$ cat config.mk
export PLATFORM = sky130hd
export DESIGN_NAME = bpbuf_ctrl
export DESIGN_NICKNAME = d
export VERILOG_FILES = /design/src/bpbuf_pkg.sv /design/src/bpbuf_ctrl.sv
export SDC_FILE = /design/constraint.sdc
export NUM_CORES = 1
export LEC_CHECK = 0
export BUFFER_PORTS_ARGS = -buffer_cell sky130_fd_sc_hd__buf_4
export CORE_ASPECT_RATIO = 0.6
export CORE_MARGIN = 2
export CORE_UTILIZATION = 59
export DETAILED_ROUTE_END_ITERATION = 10
export HOLD_SLACK_MARGIN = 0.15
export PLACE_DENSITY = 0.88
export SLEW_MARGIN = 30
export SYNTH_ARGS = -nofsm -noshare
export SYNTH_HDL_FRONTEND = slang
export SYNTH_SLANG_ARGS = --single-unit
$ cat constraint.sdc
create_clock -name clk -period 6.85 [get_ports clk]
set_clock_uncertainty 0.2 [all_clocks]
set_input_delay 0.685 -clock clk [delete_from_list [all_inputs] [get_ports clk]]
set_output_delay 0.685 -clock clk [all_outputs]
set_load 0.03 [all_outputs]
$ cat src/bpbuf_pkg.sv
`default_nettype none
package bpbuf_pkg;

	localparam int BUF_BYTES = 1024;
	localparam int ADDR_W    = $clog2(BUF_BYTES);
	// bit cursor must reach 8*BUF_BYTES inclusive
	localparam int CUR_W     = ADDR_W + 4;
	localparam int USED_W    = ADDR_W + 1;
	localparam int CFG_W     = 11;
	localparam int CMD_W     = 3;
	localparam int CNT_W     = 7;
	localparam int DATA_W    = 64;
	localparam int MAX_BITS  = 64;
	localparam int PHASE_W   = 4;
	localparam int LAST_PHASE = 9;
	localparam int CFG_RESET = 1024;

	localparam logic [CMD_W-1:0] CMD_WR_BITS = 3'd0;
	localparam logic [CMD_W-1:0] CMD_RD_BITS = 3'd1;
	localparam logic [CMD_W-1:0] CMD_WR_BYTE = 3'd2;
	localparam logic [CMD_W-1:0] CMD_RD_BYTE = 3'd3;
	localparam logic [CMD_W-1:0] CMD_RST_WR  = 3'd4;
	localparam logic [CMD_W-1:0] CMD_RST_RD  = 3'd5;

	// control from sequencer to byte datapath
	typedef struct packed {
		logic                load;
		logic                run;
		logic                wr;
		logic [2:0]          bi;
		logic [CNT_W-1:0]    cnt;
		logic [PHASE_W-1:0]  nb;
		logic [ADDR_W-1:0]   base;
		logic [PHASE_W-1:0]  phase;
	} bpbuf_ctl_t;

	typedef struct packed {
		logic fin;
		logic ok;
	} bpbuf_sts_t;

	function automatic logic [7:0] lowmask8(input logic [2:0] n);
		lowmask8 = ~(8'hFF << n);
	endfunction

endpackage
`default_nettype wire

$ cat src/bpbuf_ctrl.sv
`default_nettype none
module bpbuf_ctrl (
	input  wire logic                      clk,
	input  wire logic                      arst_n,
	input  wire logic                      s_tvalid,
	output logic                           s_tready,
	input  wire logic [bpbuf_pkg::CMD_W-1:0] cmd,
	input  wire logic [bpbuf_pkg::CNT_W-1:0] bit_count,
	input  wire logic                      cfg_we,
	input  wire logic [bpbuf_pkg::CFG_W-1:0] cfg_wdata,
	input  wire logic                      out_free,
	output bpbuf_pkg::bpbuf_ctl_t          ctl,
	output bpbuf_pkg::bpbuf_sts_t          sts
);
	import bpbuf_pkg::*;

	typedef enum logic [3:0] {
		ST_IDLE = 4'b0001,
		ST_DEC  = 4'b0010,
		ST_RUN  = 4'b0100,
		ST_FIN  = 4'b1000
	} state_t;

	state_t state_q;
	logic [CUR_W-1:0]   wcur_q, rcur_q;
	logic [CFG_W-1:0]   bb_q;
	logic [CMD_W-1:0]   cmd_q;
	logic [CNT_W-1:0]   cnt_q;
	logic               ok_q, wr_q;
	logic [2:0]         bi_q;
	logic [CNT_W-1:0]   ecnt_q;
	logic [PHASE_W-1:0] nb_q, phase_q;
	logic [ADDR_W-1:0]  base_q;

	logic               wr_op, byte_op, data_op, rst_op, cnt_bad, fit, ok_d;
	logic [CUR_W-1:0]   cur, cur_p7, eff, nxt;
	logic [CNT_W-1:0]   eff_cnt;
	logic [7:0]         span;
	logic [USED_W-1:0]  used;
	logic [USED_W:0]    reach;
	logic               accept;

	assign s_tready = (state_q == ST_IDLE);
	assign accept   = s_tvalid && s_tready;

	always_comb begin
		wr_op   = 1'b0;
		byte_op = 1'b0;
		data_op = 1'b0;
		rst_op  = 1'b0;
		case (cmd_q)
			CMD_WR_BITS: begin
				wr_op   = 1'b1;
				data_op = 1'b1;
			end
			CMD_RD_BITS: begin
				data_op = 1'b1;
			end
			CMD_WR_BYTE: begin
				wr_op   = 1'b1;
				byte_op = 1'b1;
				data_op = 1'b1;
			end
			CMD_RD_BYTE: begin
				byte_op = 1'b1;
				data_op = 1'b1;
			end
			CMD_RST_WR, CMD_RST_RD: begin
				rst_op = 1'b1;
			end
			default: begin
				rst_op = 1'b0;
			end
		endcase

		cur     = wr_op ? wcur_q : rcur_q;
		cur_p7  = cur + CUR_W'(7);
		// byte ops round up to the next byte boundary first
		eff     = byte_op ? {cur_p7[CUR_W-1:3], 3'b000} : cur;
		eff_cnt = byte_op ? CNT_W'(8) : cnt_q;
		cnt_bad = eff_cnt > CNT_W'(MAX_BITS);
		span    = 8'(eff[2:0]) + 8'(eff_cnt) + 8'd7;
		reach   = (USED_W+1)'(eff[CUR_W-1:3]) + (USED_W+1)'(span[7:3]);
		if (32'(bb_q) > 32'(BUF_BYTES)) begin
			used = USED_W'(BUF_BYTES);
		end else begin
			used = USED_W'(bb_q);
		end
		fit  = reach <= {1'b0, used};
		ok_d = data_op ? (fit && !cnt_bad) : rst_op;
		nxt  = ok_d ? eff + CUR_W'(eff_cnt) : eff;
	end

	always_ff @(posedge clk) begin
		if (accept) begin
			cmd_q <= cmd;
			cnt_q <= bit_count;
		end
		if (state_q == ST_DEC) begin
			wr_q   <= wr_op;
			bi_q   <= eff[2:0];
			ecnt_q <= eff_cnt;
			nb_q   <= span[6:3];
			base_q <= eff[ADDR_W+2:3];
		end
	end

	always_ff @(posedge clk or negedge arst_n) begin
		if (!arst_n) begin
			state_q <= ST_IDLE;
			wcur_q  <= '0;
			rcur_q  <= '0;
			bb_q    <= CFG_W'(CFG_RESET);
			ok_q    <= 1'b0;
			phase_q <= '0;
		end else begin
			if (cfg_we) begin
				bb_q <= cfg_wdata;
			end
			case (state_q)
				ST_IDLE: begin
					if (accept) begin
						state_q <= ST_DEC;
					end
				end
				ST_DEC: begin
					ok_q    <= ok_d;
					phase_q <= '0;
					if (data_op) begin
						if (wr_op) begin
							wcur_q <= nxt;
						end else begin
							rcur_q <= nxt;
						end
					end
					if (cmd_q == CMD_RST_WR) begin
						wcur_q <= '0;
					end
					if (cmd_q == CMD_RST_RD) begin
						rcur_q <= '0;
					end
					state_q <= (data_op && ok_d) ? ST_RUN : ST_FIN;
				end
				ST_RUN: begin
					phase_q <= phase_q + PHASE_W'(1);
					if (phase_q == PHASE_W'(LAST_PHASE)) begin
						state_q <= ST_FIN;
					end
				end
				ST_FIN: begin
					if (out_free) begin
						state_q <= ST_IDLE;
					end
				end
				default: begin
					state_q <= ST_IDLE;
				end
			endcase
		end
	end

	always_comb begin
		ctl.load  = accept;
		ctl.run   = (state_q == ST_RUN);
		ctl.wr    = wr_q;
		ctl.bi    = bi_q;
		ctl.cnt   = ecnt_q;
		ctl.nb    = nb_q;
		ctl.base  = base_q;
		ctl.phase = phase_q;
		sts.fin   = (state_q == ST_FIN) && out_free;
		sts.ok    = ok_q;
	end

endmodule
`default_nettype wire

# --- Word level (Yosys, flattened, before mapping) ---
# Cells that the tools add are included.
totals:
  out_inout_bits: 34
  ff_bits: 83
  romBits: 0
  n_memories: 0
  ram_bits: 0
  latchBits: 0
  elab_cells: 75
  in_bits: 26
classes:
  n_reduce_logical: 17
  n_mul: 0
  n_shift: 0
  magnitude_cmp: 3
  n_div: 0
  bitwise: 0
  add_sub_neg: 6
  mux: 22
  n_eq_ne: 14
ops:
  columns: ["op", "count"]
  rows:
  - ["$mux 14", 9]
  - ["$mux 4", 4]
  - ["$pmux 4 s4", 1]
  - ["$add 14x3->14 const B", 1]
  - ["$add 14x7->14", 1]
  - ["$add 11x5->12", 1]
  - ["$le 12x11->1", 1]
  - ["$gt 11x11->1 const B", 1]
  - ["$mux 11", 1]
  - ["$reduce_and 3->1", 3]
  - ["$add 3x7->8", 1]
  - ["$add 8x3->8 const B", 1]
  - ["$eq 4x4->1 const B", 2]
  - ["$pmux 4 s2", 1]
  - ["$reduce_bool 2->1", 4]
  - ["$gt 7x7->1 const B", 1]
  - ["$mux 7", 1]
  - ["$eq 3x2->1 const B", 2]
  - ["$eq 3x3->1 const B", 2]
  - ["$ne 2x1->1 const B", 3]
  - ["$reduce_or 2->1", 3]
  - ["$mux 1", 5]
  - ["$add 4x1->4 const B", 1]
  - ["$eq 4x1->1 const B", 1]
  - ["8 further kinds", 11]

# --- Depth between registers and ports, before layout ---
# Gate-level depths: netlist of run 1.
logic_depth:
  ltp_word: 16
  depth_mapped: 31
  depth_no_buf: 29

# --- Worst setup path before layout of run 1 ---
# Ideal clock, no wire load.
synth_timing:
  kind: "register to register"
  from: "reg cmd_q[0]"
  to: "reg wcur_q[8]"
  setup_slack_ns: 0.585
  synth_period_minus_slack_ns: 6.265
  required_time_ns: 6.527
  setup_ns: 0.123
  n_path_buf: 1
  arrival_time_ns: 5.943
  stages_incl_launch_ff: 31
  path_cell_list: "edfxtp_1 -> or2_4 -> clkinv_4 -> clkbuf_1 -> nand2_1 -> a21oi_1 -> inv_1 -> ha_1 -> inv_1 -> ha_1 -> nand2b_1 -> a21oi_1 -> o21ai_0 -> a21oi_1 -> nand2_1 -> xnor2_1 -> ha_1 -> o21ai_0 -> o21ai_0 -> nand2_1 -> a211oi_1 -> xor2_1 -> ha_1 -> a211oi_1 -> nand2_1 -> nor3_1 -> o31ai_1 -> a211oi_4 -> o211ai_1 -> xnor2_1 -> a32o_1"
synth_via:
  elab_chain_len: 15
  word_cells_on_any_way: 34
  classes_between: "add/sub (5); order compare (2); eq/ne (5); mux (12); reduce/logical (10)"
synth_lines:
  columns: ["element", "line_no", "text"]
  rows:
  - ["start: declaration", "bpbuf_ctrl.sv:27", "logic [CMD_W-1:0] cmd_q;"]
  - ["start signal: assignment", "bpbuf_ctrl.sv:96", "cmd_q <= cmd;"]
  - ["$eq 3x2->1 / $logic_not 3->1 (equally long branches)", "bpbuf_ctrl.sv:51", "case (cmd_q)"]
  - ["$reduce_or 2->1 (no source line) *", null, null]
  - ["$mux 1 *", "bpbuf_ctrl.sv:51", null]
  - ["named net wr_op", "bpbuf_ctrl.sv:35", "logic wr_op, byte_op, data_op, rst_op, cnt_bad, fit, ok_d;"]
  - ["$mux 14 *", "bpbuf_ctrl.sv:76", "cur = wr_op ? wcur_q : rcur_q;"]
  - ["$mux 14 *", "bpbuf_ctrl.sv:79", "eff = byte_op ? {cur_p7[CUR_W-1:3], 3'b000} : cur;"]
  - ["named net eff[2]", "bpbuf_ctrl.sv:36", "logic [CUR_W-1:0] cur, cur_p7, eff, nxt;"]
  - ["$add 3x7->8 *", "bpbuf_ctrl.sv:82", "span = 8'(eff[2:0]) + 8'(eff_cnt) + 8'd7;"]
  - ["(+1 left out)", null, null]
  - ["named net span[6]", "bpbuf_ctrl.sv:38", "logic [7:0] span;"]
  - ["$add 11x5->12 *", "bpbuf_ctrl.sv:83", "reach = (USED_W+1)'(eff[CUR_W-1:3]) + (USED_W+1)'(span[7:3]);"]
  - ["$le 12x11->1 *", "bpbuf_ctrl.sv:89", "fit = reach <= {1'b0, used};"]
  - ["$logic_and 1x1->1 *", "bpbuf_ctrl.sv:90", "ok_d = data_op ? (fit && !cnt_bad) : rst_op;"]
  - ["$mux 1 *", "bpbuf_ctrl.sv:90", null]
  - ["$mux 14 *", "bpbuf_ctrl.sv:91", "nxt = ok_d ? eff + CUR_W'(eff_cnt) : eff;"]
  - ["$mux 14 *", "bpbuf_ctrl.sv:130", "if (wr_op) begin"]
  - ["$mux 14 *", "bpbuf_ctrl.sv:129", "if (data_op) begin"]
  - ["$mux 14 *", "bpbuf_ctrl.sv:136", "if (cmd_q == CMD_RST_WR) begin"]
  - ["end signal: assignment", "bpbuf_ctrl.sv:131", "wcur_q <= nxt;"]
  - ["end: declaration", "bpbuf_ctrl.sv:25", "logic [CUR_W-1:0] wcur_q, rcur_q;"]
# Mark *: on every way through the listed nets, which the timed path passes. The rest lies on a longest branch. The select of a mux whose other input is x is not followed.
# A chain may end at the register's enable or synchronous reset.

# --- Worst setup path in the final report of run 1 ---
layout_timing:
  from: "reg cmd_q[0]"
  to: "reg wcur_q[8]"
layout_via:
  elab_chain_len: 15
  word_cells_on_any_way: 34
  classes_between: "add/sub (5); order compare (2); eq/ne (5); mux (12); reduce/logical (10)"
layout_lines:
  columns: ["element", "line_no"]
  rows:
  - ["$eq 3x2->1 / $logic_not 3->1 (equally long branches)", "bpbuf_ctrl.sv:51"]
  - ["$reduce_or 2->1 (no source line)", null]
  - ["$mux 1", "bpbuf_ctrl.sv:51"]
  - ["$mux 14", "bpbuf_ctrl.sv:76"]
  - ["$mux 14 *", "bpbuf_ctrl.sv:79"]
  - ["named net eff[2]", "bpbuf_ctrl.sv:36"]
  - ["$add 3x7->8 *", "bpbuf_ctrl.sv:82"]
  - ["$add 8x3->8 *", "bpbuf_ctrl.sv:82"]
  - ["named net span[6]", "bpbuf_ctrl.sv:38"]
  - ["$add 11x5->12 *", "bpbuf_ctrl.sv:83"]
  - ["$le 12x11->1 *", "bpbuf_ctrl.sv:89"]
  - ["$logic_and 1x1->1 *", "bpbuf_ctrl.sv:90"]
  - ["$mux 1 *", "bpbuf_ctrl.sv:90"]
  - ["$mux 14 *", "bpbuf_ctrl.sv:91"]
  - ["$mux 14 *", "bpbuf_ctrl.sv:130"]
  - ["$mux 14 *", "bpbuf_ctrl.sv:129"]
  - ["$mux 14 *", "bpbuf_ctrl.sv:136"]
# Marked as above.

==> run_results.csv, run 1 <==
group,metric,value,unit
status,status,"completed",
power_and_ir_drop,p_total,2.21,mW
route,vias_per_cell,6.21,
finish,syn2layout_area_growth,18.4,%
synth,ys_ff_latch,83,
grt,antenna_found_initial,0,
flow_run,drv_cap,0,
clocking,clockBufferDepth,2,
clocking,numClockSinks,83,
clocking,cts_buffers,9,
synth,syn_area_per_cell,10.2,um^2
route,firstDrtPassIters,5,
critical_path,critPathKind,"register to register",
sta,tightest_slew,0.940,ns
synth,synth_commonest_cells,"77 x nand2_1, 46 x dfrtp_1, 35 x edfxtp_1, 30 x ha_1, 26 x nor2_1",
sta,period_minus_slack,6.35,ns
power_and_ir_drop,vdd_drop_max,0.199,mV
placed_design,pre_cts_ws,0.125,ns
critical_path,slowest_delay,0.39,ns
placed_design,place_congestion,0.980,
finish,layoutNonFillerInstCount,661,
synth,yosys_warnings,0,
grt,grt_use_total,31.2,%
finish,n_antenna_cell,0,
synth,synthTopCellsByArea,"dfrtp_1 23%, edfxtp_1 21%, ha_1 7.6%",
floorplanning,die-area,0.00912,mm^2
finish,multi_input_area,0.00253,mm^2
placed_design,port_buffers,59,
synth,synth_top_area_share,23.4,%
finish,final_util,73.1,%
clocking,cts.clk_slew.worst_paths,0.06,ns
floorplanning,row_count,25,
floorplanning,design.core.area,0.00798,mm^2
sta,maxSlewHeadroom,36.5,%
synth,synth_cell_types,62,
synth,synth-main-ff-cell,"dfrtp_1",
route,finalWirelength,13300,um
route,drc,0,
clocking,clk_latency,0.35,ns
finish,fin_nets,606,
finish,area.sequential,0.00225,mm^2
sta,min_period_over_period,92.8,%
synth,syn_area,0.00492,mm^2
synth,synth.most_common_cell,"nand2_1",
clocking,cts_tree,"built",
route,final_antenna_net_count,0,
floorplanning,start_util,61.7,%
route,vias,4105,
floorplanning,dieWidth,122,um
critical_path,crit_path_max_fanout,16,
worst_hold_path,hp-class,"input port to async pin",
floorplanning,ios,60,
sta,setup_ws,0.496,ns
sta,hold_viol,0,
sta,slew_violations,0,
synth,synth.largest_area_cell,"dfrtp_1",
grt,grt_max_degree,49,
sta,setup_viol_count_final,0,
synth,synth_edf_count,35,
route,drt_iter0_markers,523,
finish,drive_above_1_share,20.8,%
power_and_ir_drop,leakagePower,2.53,nW
placed_design,place_inst,644,
floorplanning,die_h,74.8,um
critical_path,crit_path_top_delay_cell,"edfxtp_1",
critical_path,critPathLaunchType,"register",
critical_path,cp_data_required_time,6.88,ns
route,wl_per_cell,20.2,um
critical_path,worstPathArrival,6.39,ns
synth,seq_area_frac_synth,45.8,%
placed_design,dp_hpwl,9430,um
sta,tns,0,ns
grt,grt_pass1_vias,3892,
clocking,cts_max_level,3,
finish,fillers,559,
critical_path,cpMostUsedCell,"nand2_1",
grt,grt_pass1_wl,21000,um
synth,synth_nets,543,
power_and_ir_drop,p_per_area,378,mW/mm^2
critical_path,end_kind,"register",
synth,syn_inst,485,
clocking,cts_root_buf,"clkbuf_16",
sta,max_freq,157,MHz
synth,async_flop_share,57.8,%
grt,overflow,0,
## power breakdown
part / leakage [nW] / switching (mW) / internal, mW
logic: 1.44 / 0.636 / 0.376
registers: 0.957 / 0.0710 / 0.633
clock network: 0.136 / 0.204 / 0.285
total: 2.53 / 0.912 / 1.29
## through the flow
step | hold slack, ns | cell area [um^2]
CTS | 0.187 | 5790
finish | 0.169 | 5830
detailed placement | 0.272 | 5490
global route | 0.201 | 5830
floorplan | 0.189 | 4920
global placement | 0.272 | 5490
## kinds of logic after synthesis
| group | share of synthesized area, % |
|---|---|
| xor+xnor | 6.05 |
| fa+ha+maj | 8.43 |
| mux | 5.64 |
| buf+inv | 3.71 |
| flops | 45.8 |
| simple gates | 16.4 |
| compound gates | 14.0 |
## what timing repair did
action	4_1_cts	5_1_grt
buffers inserted	0	1
resized for setup	0	6
setup endpoints to repair	0	31
hold buffers	0	0
## per-layer routing
metal	track usage (%)	up-vias	wire, um
li1	-	1849	-
met1	45.7	2018	5970
met2	44.6	212	5770
met3	11.1	26	1380
met4	7.92	0	218
met5	0	-	0
## sequential cells by signal (all words and copies together) (netlist names)
name / cells
wcur_q: 14
bi_q: 3
ecnt_q: 7
state_q: 4
cnt_q: 7
nb_q: 4
ok_q: 1
bb_q: 11
base_q: 10
cmd_q: 3
phase_q: 4
wr_q: 1
rcur_q: 14
## path summary, 6_finish.rpt
| path | startpoint | to | slack [ns] | depth (start not counted) |
|---|---|---|---|---|
| max | cmd_q[0] | wcur_q[8] | 0.50 | 30 |
| min in group clk | rcur_q[7] | rcur_q[7] | 0.28 | 2 |
| max reg2reg | cmd_q[0] | wcur_q[8] | 0.50 | 30 |
| min | arst_n | state_q[2] | 0.17 | 1 |
| min reg2reg | rcur_q[7] | rcur_q[7] | 0.28 | 2 |
| max in group asynchronous | arst_n | bb_q[1] | 5.85 | 1 |
## critical path: cells and delay by family, from the launching register on
| family | cells | cell delay [ns] |
|---|---|---|
| DFF | 1 | 0.39 |
| AOI/OAI and AO/OA | 12 | 2.35 |
| xor gates and xnor gates | 3 | 0.52 |
| and+or+nand+nor | 7 | 1.09 |
| adders and majority gates | 4 | 1.16 |
| buffers and inverters | 4 | 0.51 |
## area by class of cell
class / count / area share (%)
timing repair buffer: 69 / 8.89
multi-input combinational: 360 / 43.4
sequential: 83 / 38.7
tap: 108 / 2.32
clock buffer: 11 / 3.99
clock inverter: 5 / 1.07
inverter: 25 / 1.70
## cells in the final DEF (no fill, tap or decap), types with 5 or more instances in the layout
master,netlist,final
nor2_1,26,26
inv_1,24,24
buf_4,3,69
dfrtp_1,46,46
mux2_2,11,11
a21o_1,5,5
xor2_1,14,14
nand2_1,77,77
a21oi_1,22,20
and2_1,5,5
mux2i_1,14,14
xnor2_1,20,20
edfxtp_1,35,35
o211ai_1,7,7
clkbuf_16,0,9
nand3_1,5,5
o21ai_1,15,16
ha_1,30,29
nand2b_1,9,9
nand4_1,7,7
o21ai_0,24,23
No activity file was read; power rests on OpenSTA's default activity.
==> inputs of run 2 (changes only) <==
--- a/config.mk
+++ b/config.mk
@@ -8,10 +8,12 @@
 export BUFFER_PORTS_ARGS = -buffer_cell sky130_fd_sc_hd__buf_4
 export CORE_ASPECT_RATIO = 0.6
 export CORE_MARGIN = 2
-export CORE_UTILIZATION = 59
+export CORE_UTILIZATION = 53
 export DETAILED_ROUTE_END_ITERATION = 10
 export HOLD_SLACK_MARGIN = 0.15
-export PLACE_DENSITY = 0.88
+export MAX_ROUTING_LAYER = met4
+export PLACE_DENSITY = 0.84
+export SKIP_LAST_GASP = 1
 export SLEW_MARGIN = 30
 export SYNTH_ARGS = -nofsm -noshare
 export SYNTH_HDL_FRONTEND = slang
==> constraint.sdc (replaced) <==
create_clock -name clk -period 5.6 [get_ports clk]
set_clock_uncertainty 0.2 [all_clocks]
set_input_delay 0.56 -clock clk [delete_from_list [all_inputs] [get_ports clk]]
set_output_delay 0.56 -clock clk [all_outputs]
set_load 0.03 [all_outputs]
==> run 2 against run 1 <==
Net effect:
- the run now ends with setup timing left
- sequential power grew 23%
- register-to-register slack got worse by 1.1 ns
- combinational power up 82%
- clock power up 21%
- global-route usage fell by 0.16 points
- total power increased by 50%
- sequential cell count is the same
- hold slack better by 0.011 ns
- count of clock-buffer cells in the layout is the same
- critical path depth shrank 1
- non-clock buffer count is 43 higher
- highest routed layer unchanged
==> run_results.csv, run 2 (same netlist as run 1, synthesis figures left out) <==
group,metric,value,unit
finish,final_cell_mix,"107 x buf_4, 73 x nand2_1, 46 x dfrtp_1",
critical_path,cpMostUsedCell,"o21ai_2",
floorplanning,ios,60,
clocking,clk_latency,0.35,ns
floorplanning,design.core.area,0.00909,mm^2
floorplanning,row_count,27,
clocking,numClockSinks,83,
worst_hold_path,hp-class,"input port to register",
power_and_ir_drop,leakagePower,2.82,nW
power_and_ir_drop,clkPwrFrac,17.9,%
critical_path,worstPathArrival,6.27,ns
grt,overflow,0,
placed_design,place_congestion,0.956,
sta,rsz0062_at_grt,"yes",
power_and_ir_drop,combPwrFrac,55.7,%
finish,syn2layout_area_growth,33.5,%
route,drt_iter0_markers,597,
route,drc,0,
clocking,clockBufferDepth,2,
placed_design,place_inst,672,
critical_path,cp_data_required_time,5.69,ns
sta,setup_viol_count_final,31,
grt,grt_max_degree,49,
finish,largestRegisters,"rcur_q (14), wcur_q (14), bb_q (11)",
finish,layoutNonFillerInstCount,712,
power_and_ir_drop,p_total,3.30,mW
critical_path,critPathLaunchType,"register",
sta,max_freq,162,MHz
critical_path,crit_path_max_fanout,7,
route,finalWirelength,16200,um
status,violations,"setup timing",
status,status,"complete, but fails checks",
critical_path,critPathKind,"register to register",
power_and_ir_drop,switchingPower,1.41,mW
placed_design,dp_hpwl,9810,um
critical_path,slowest_delay,0.50,ns
sta,maxSlewHeadroom,29.2,%
power_and_ir_drop,switching_share,42.8,%
floorplanning,start_util,54.2,%
power_and_ir_drop,p_seq_share,26.4,%
finish,n_antenna_cell,0,
critical_path,crit_path_top_delay_cell,"edfxtp_1",
clocking,cts_buffers,9,
finish,final_area,0.00657,mm^2
power_and_ir_drop,vdd_drop_max,0.231,mV
power_and_ir_drop,p_int,1.89,mW
route,final_antenna_net_count,0,
clocking,cts_max_level,3,
grt,grt_use_total,31.1,%
placed_design,pre_cts_ws,-0.263,ns
route,vias,4646,
grt,antenna_found_initial,0,
floorplanning,die-area,0.0101,mm^2
sta,setup_ws,-0.582,ns
finish,drive_above_1_share,35.2,%
placed_design,placed_cell_area,0.00572,mm^2
grt,grt_pass1_wl,23100,um
critical_path,end_kind,"register",
floorplanning,die_h,78.7,um
sta,slew_violations,0,
finish,layout_commonest_cell,"buf_4",
sta,hold_viol,0,
sta,tightest_slew,1.05,ns
floorplanning,dieWidth,128,um
route,wl_per_cell,22.7,um
finish,fin_nets,649,
clocking,cts.clk_slew.worst_paths,0.07,ns
route,firstDrtPassIters,6,
route,vias_per_cell,6.53,
power_and_ir_drop,p_per_area,502,mW/mm^2
sta,period_minus_slack,6.18,ns
clocking,cts_tree,"built",
clocking,cts_root_buf,"clkbuf_16",
placed_design,port_buffers,59,
grt,grt_pass1_vias,4333,
sta,min_period_over_period,110,%
finish,final_util,72.3,%
flow_run,drv_cap,0,
run 2: area by class of cell:
| cell class | count | area (um^2) |
|---|---|---|
| clock buffer | 11 | 233 |
| timing repair buffer | 112 | 881 |
| clock inverter | 5 | 53.8 |
| fill | 576 | 2510 |
| tap | 116 | 145 |
| multi-input combinational | 360 | 2910 |
| sequential | 83 | 2250 |
| inverter | 25 | 98.8 |
run 2: timing repair:
| action | CTS | global route |
|---|---|---|
| gates cloned | 1 | 0 |
| endpoints found under the setup margin | 28 | 31 |
| pin swaps | 15 | 33 |
| buffers inserted | 14 | 8 |
| endpoints found under the hold margin | 46 | 0 |
| hold buffers | 1 | 0 |
| gates resized for setup | 43 | 44 |
run 2: worst max-delay path, delay by kind of cell, from the launching register on:
kind,cells,cell delay [ns]
AOI/OAI and AO/OA,10,1.80
and+or+nand+nor,8,1.41
adders and majority gates,4,1.10
xor gates and xnor gates,3,0.60
DFF,1,0.50
buffers and inverters,4,0.49
run 2: final timing paths:
path                         startpoint  cells past startpoint  slack (ns)    endpoint
hold / removal             bit_count[1]                      1        0.18    cnt_q[1]
setup / recovery               cmd_q[1]                     29       -0.58   wcur_q[8]
max in group asynchronous        arst_n                      2        4.20     bb_q[1]
min in group asynchronous        arst_n                      2        0.57  phase_q[1]
setup reg to reg               cmd_q[1]                     29       -0.58   wcur_q[8]
hold reg to reg               rcur_q[7]                      2        0.29   rcur_q[7]
run 2: layer usage:
layer | GRT usage [%] | part of all wire (%) | up-vias
met5 | - | 0 | -
met4 | 11.8 | 4.5 | 0
met2 | 44.9 | 44 | 393
met3 | 8.66 | 12 | 84
met1 | 41.9 | 40 | 2226
li1 | - | - | 1943
run 2: metrics by stage:
| stage | TNS, ns | hold slack, ns |
|---|---|---|
| 2_1_floorplan | 0 | 0.0644 |
| 3_3_place_gp | 0 | 0.256 |
| 3_5_place_dp | -4.98 | 0.268 |
| 4_1_cts | -0.143 | 0.180 |
| 5_1_grt | -18.42 | 0.170 |
| 6_report | -14.95 | 0.180 |
run 2: power by group through the flow:
stage	logic (mW)	registers, mW	clock network [mW]
CTS	1.54	0.861	0.592
finish	1.84	0.869	0.592
floorplan	0.791	0.898	0
detailed placement	1.27	0.871	0
global placement	1.21	0.859	0
global route	1.91	0.879	0.620
==> inputs of run 3 (changes only) <==
--- a/config.mk
+++ b/config.mk
@@ -10,6 +10,7 @@
 export CORE_MARGIN = 2
 export CORE_UTILIZATION = 53
 export DETAILED_ROUTE_END_ITERATION = 10
+export GPL_TIMING_DRIVEN = 0
 export HOLD_SLACK_MARGIN = 0.15
 export MAX_ROUTING_LAYER = met4
 export PLACE_DENSITY = 0.84
==> run 3 against run 2 <==
Net effect:
- register-to-register slack better by 0.09 ns
- combinational power decreased by 7%
- routed wire length down 6.8%
- the flow still finishes with violations (setup timing)
- core utilization up 0.25 points
- global-route usage is 1.2 points lower
- largest power group unchanged
==> run_results.csv, run 3 (same netlist as run 1, synthesis figures left out) <==
group,metric,value,unit
status,status,"complete, but fails checks",
status,violations,"setup timing",
sta,min_period_over_period,109,%
route,drc,0,
floorplanning,ios,60,
critical_path,cp_data_required_time,5.68,ns
floorplanning,die-area,0.0101,mm^2
finish,syn2layout_area_growth,33.9,%
critical_path,crit_path_max_fanout,5,
finish,final_cell_mix,"91 x buf_4, 72 x nand2_1, 46 x dfrtp_1",
sta,max_freq,164,MHz
grt,grt_pass1_wl,22400,um
sta,tns,-12.53,ns
finish,layoutNonFillerInstCount,712,
sta,setup_viol_count_final,31,
finish,fin_nets,649,
critical_path,critPathLaunchType,"register",
placed_design,place_congestion,0.934,
sta,rsz0062_at_grt,"yes",
floorplanning,die_h,78.7,um
clocking,cts_tree,"built",
route,final_antenna_net_count,0,
clocking,cts.clk_slew.worst_paths,0.07,ns
critical_path,end_kind,"register",
floorplanning,row_count,27,
finish,largestRegisters,"rcur_q (14), wcur_q (14), bb_q (11)",
floorplanning,start_util,54.2,%
sta,period_minus_slack,6.09,ns
grt,grt_use_total,29.8,%
clocking,clk_latency,0.35,ns
floorplanning,design.core.area,0.00909,mm^2
worst_hold_path,hp-class,"input port to register",
power_and_ir_drop,p_per_area,482,mW/mm^2
route,wl_per_cell,21.1,um
placed_design,place_inst,661,
critical_path,slowest_delay,0.42,ns
finish,n_antenna_cell,0,
flow_run,drv_cap,0,
clocking,clockBufferDepth,2,
floorplanning,dieWidth,128,um
critical_path,crit_path_top_delay_cell,"edfxtp_1",
power_and_ir_drop,vdd_drop_max,0.250,mV
power_and_ir_drop,switchingPower,1.33,mW
sta,tightest_slew,0.955,ns
route,firstDrtPassIters,5,
power_and_ir_drop,p_seq_share,27.1,%
critical_path,path_buf_inv,6,
power_and_ir_drop,clkPwrFrac,18.9,%
route,drt_iter0_markers,568,
clocking,cts_buffers,9,
power_and_ir_drop,p_total,3.18,mW
route,finalWirelength,15000,um
power_and_ir_drop,switching_share,41.9,%
clocking,cts_max_level,3,
critical_path,critPathKind,"register to register",
power_and_ir_drop,combPwrFrac,54.0,%
power_and_ir_drop,p_int,1.85,mW
power_and_ir_drop,leakagePower,2.84,nW
sta,maxSlewHeadroom,35.5,%
clocking,numClockSinks,83,
placed_design,port_buffers,59,
placed_design,dp_hpwl,9390,um
finish,drive_above_1_share,33.2,%
grt,antenna_found_initial,0,
clocking,cts_root_buf,"clkbuf_16",
sta,setup_ws,-0.492,ns
grt,overflow,0,
grt,grt_pass1_vias,4222,
sta,holdWs,0.187,ns
critical_path,cpLargestDelayFamily,"compound AO/OA/AOI/OAI gates",
grt,grt_max_degree,49,
critical_path,worstPathArrival,6.17,ns
route,vias,4447,
finish,layout_commonest_cell,"buf_4",
route,vias_per_cell,6.25,
sta,hold_viol,0,
sta,slew_violations,0,
run 3: changes by cell type in the layout (fill, tap and decap cells not counted), sizes merged:
| cell | before | now |
|---|---|---|
| inv | 24 | 25 |
| clkinvlp | 2 | 0 |
| clkbuf | 12 | 23 |
| buf | 110 | 100 |
run 3: area by class of cell:
type | instances | area [um^2]
Buffer | 17 | 141
Tap cell | 116 | 145
Clock inverter | 4 | 50.0
Clock buffer | 12 | 246
Timing Repair Buffer | 95 | 771
Fill cell | 574 | 2490
Inverter | 25 | 106
Multi-Input combinational cell | 360 | 2880
Sequential cell | 83 | 2250
run 3: path summary, 6_finish.rpt:
check,endpoint,cells past startpoint,slack (ns),startpoint
min in group asynchronous,phase_q[0],2,0.57,arst_n
hold / removal,cnt_q[0],1,0.19,bit_count[0]
setup reg to reg,rcur_q[12],32,-0.49,cmd_q[2]
hold reg to reg,wcur_q[10],2,0.29,wcur_q[10]
max in group asynchronous,bb_q[1],2,4.19,arst_n
setup / recovery,rcur_q[12],32,-0.49,cmd_q[2]
run 3: timing repair:
action,4_1_cts,5_1_grt
resized for setup,68,27
buffers inserted,25,8
endpoints found under the hold margin,46,0
cloned,1,0
hold buffers,1,0
pin swaps,31,26
endpoints found under the setup margin,31,31
run 3: power by group through the flow:
stage	clock [mW]	sequential, mW	combinational [mW]
global route	0.627	0.873	1.80
detailed placement	0	0.866	1.19
finish	0.600	0.863	1.72
floorplan	0	0.898	0.791
global placement	0	0.862	1.11
CTS	0.602	0.854	1.51
run 3: routing by layer:
metal | track usage, % | share of wire, % | vias up
met3 | 8.25 | 10 | 63
li1 | - | - | 1941
met5 | - | 0 | -
met4 | 8.68 | 3.0 | 0
met1 | 39.1 | 41 | 2141
met2 | 45.8 | 46 | 302
run 3: through the flow:
stage	area [um^2]	util [%]	worst slack (ns)
after detailed placement	5600	61.6	-1.45
after global placement	5570	61.3	-1.26
after CTS	6410	70.5	-0.336
after global routing	6600	72.6	-0.714
final	6600	72.6	-0.492
after floorplan	4980	-	0.000365
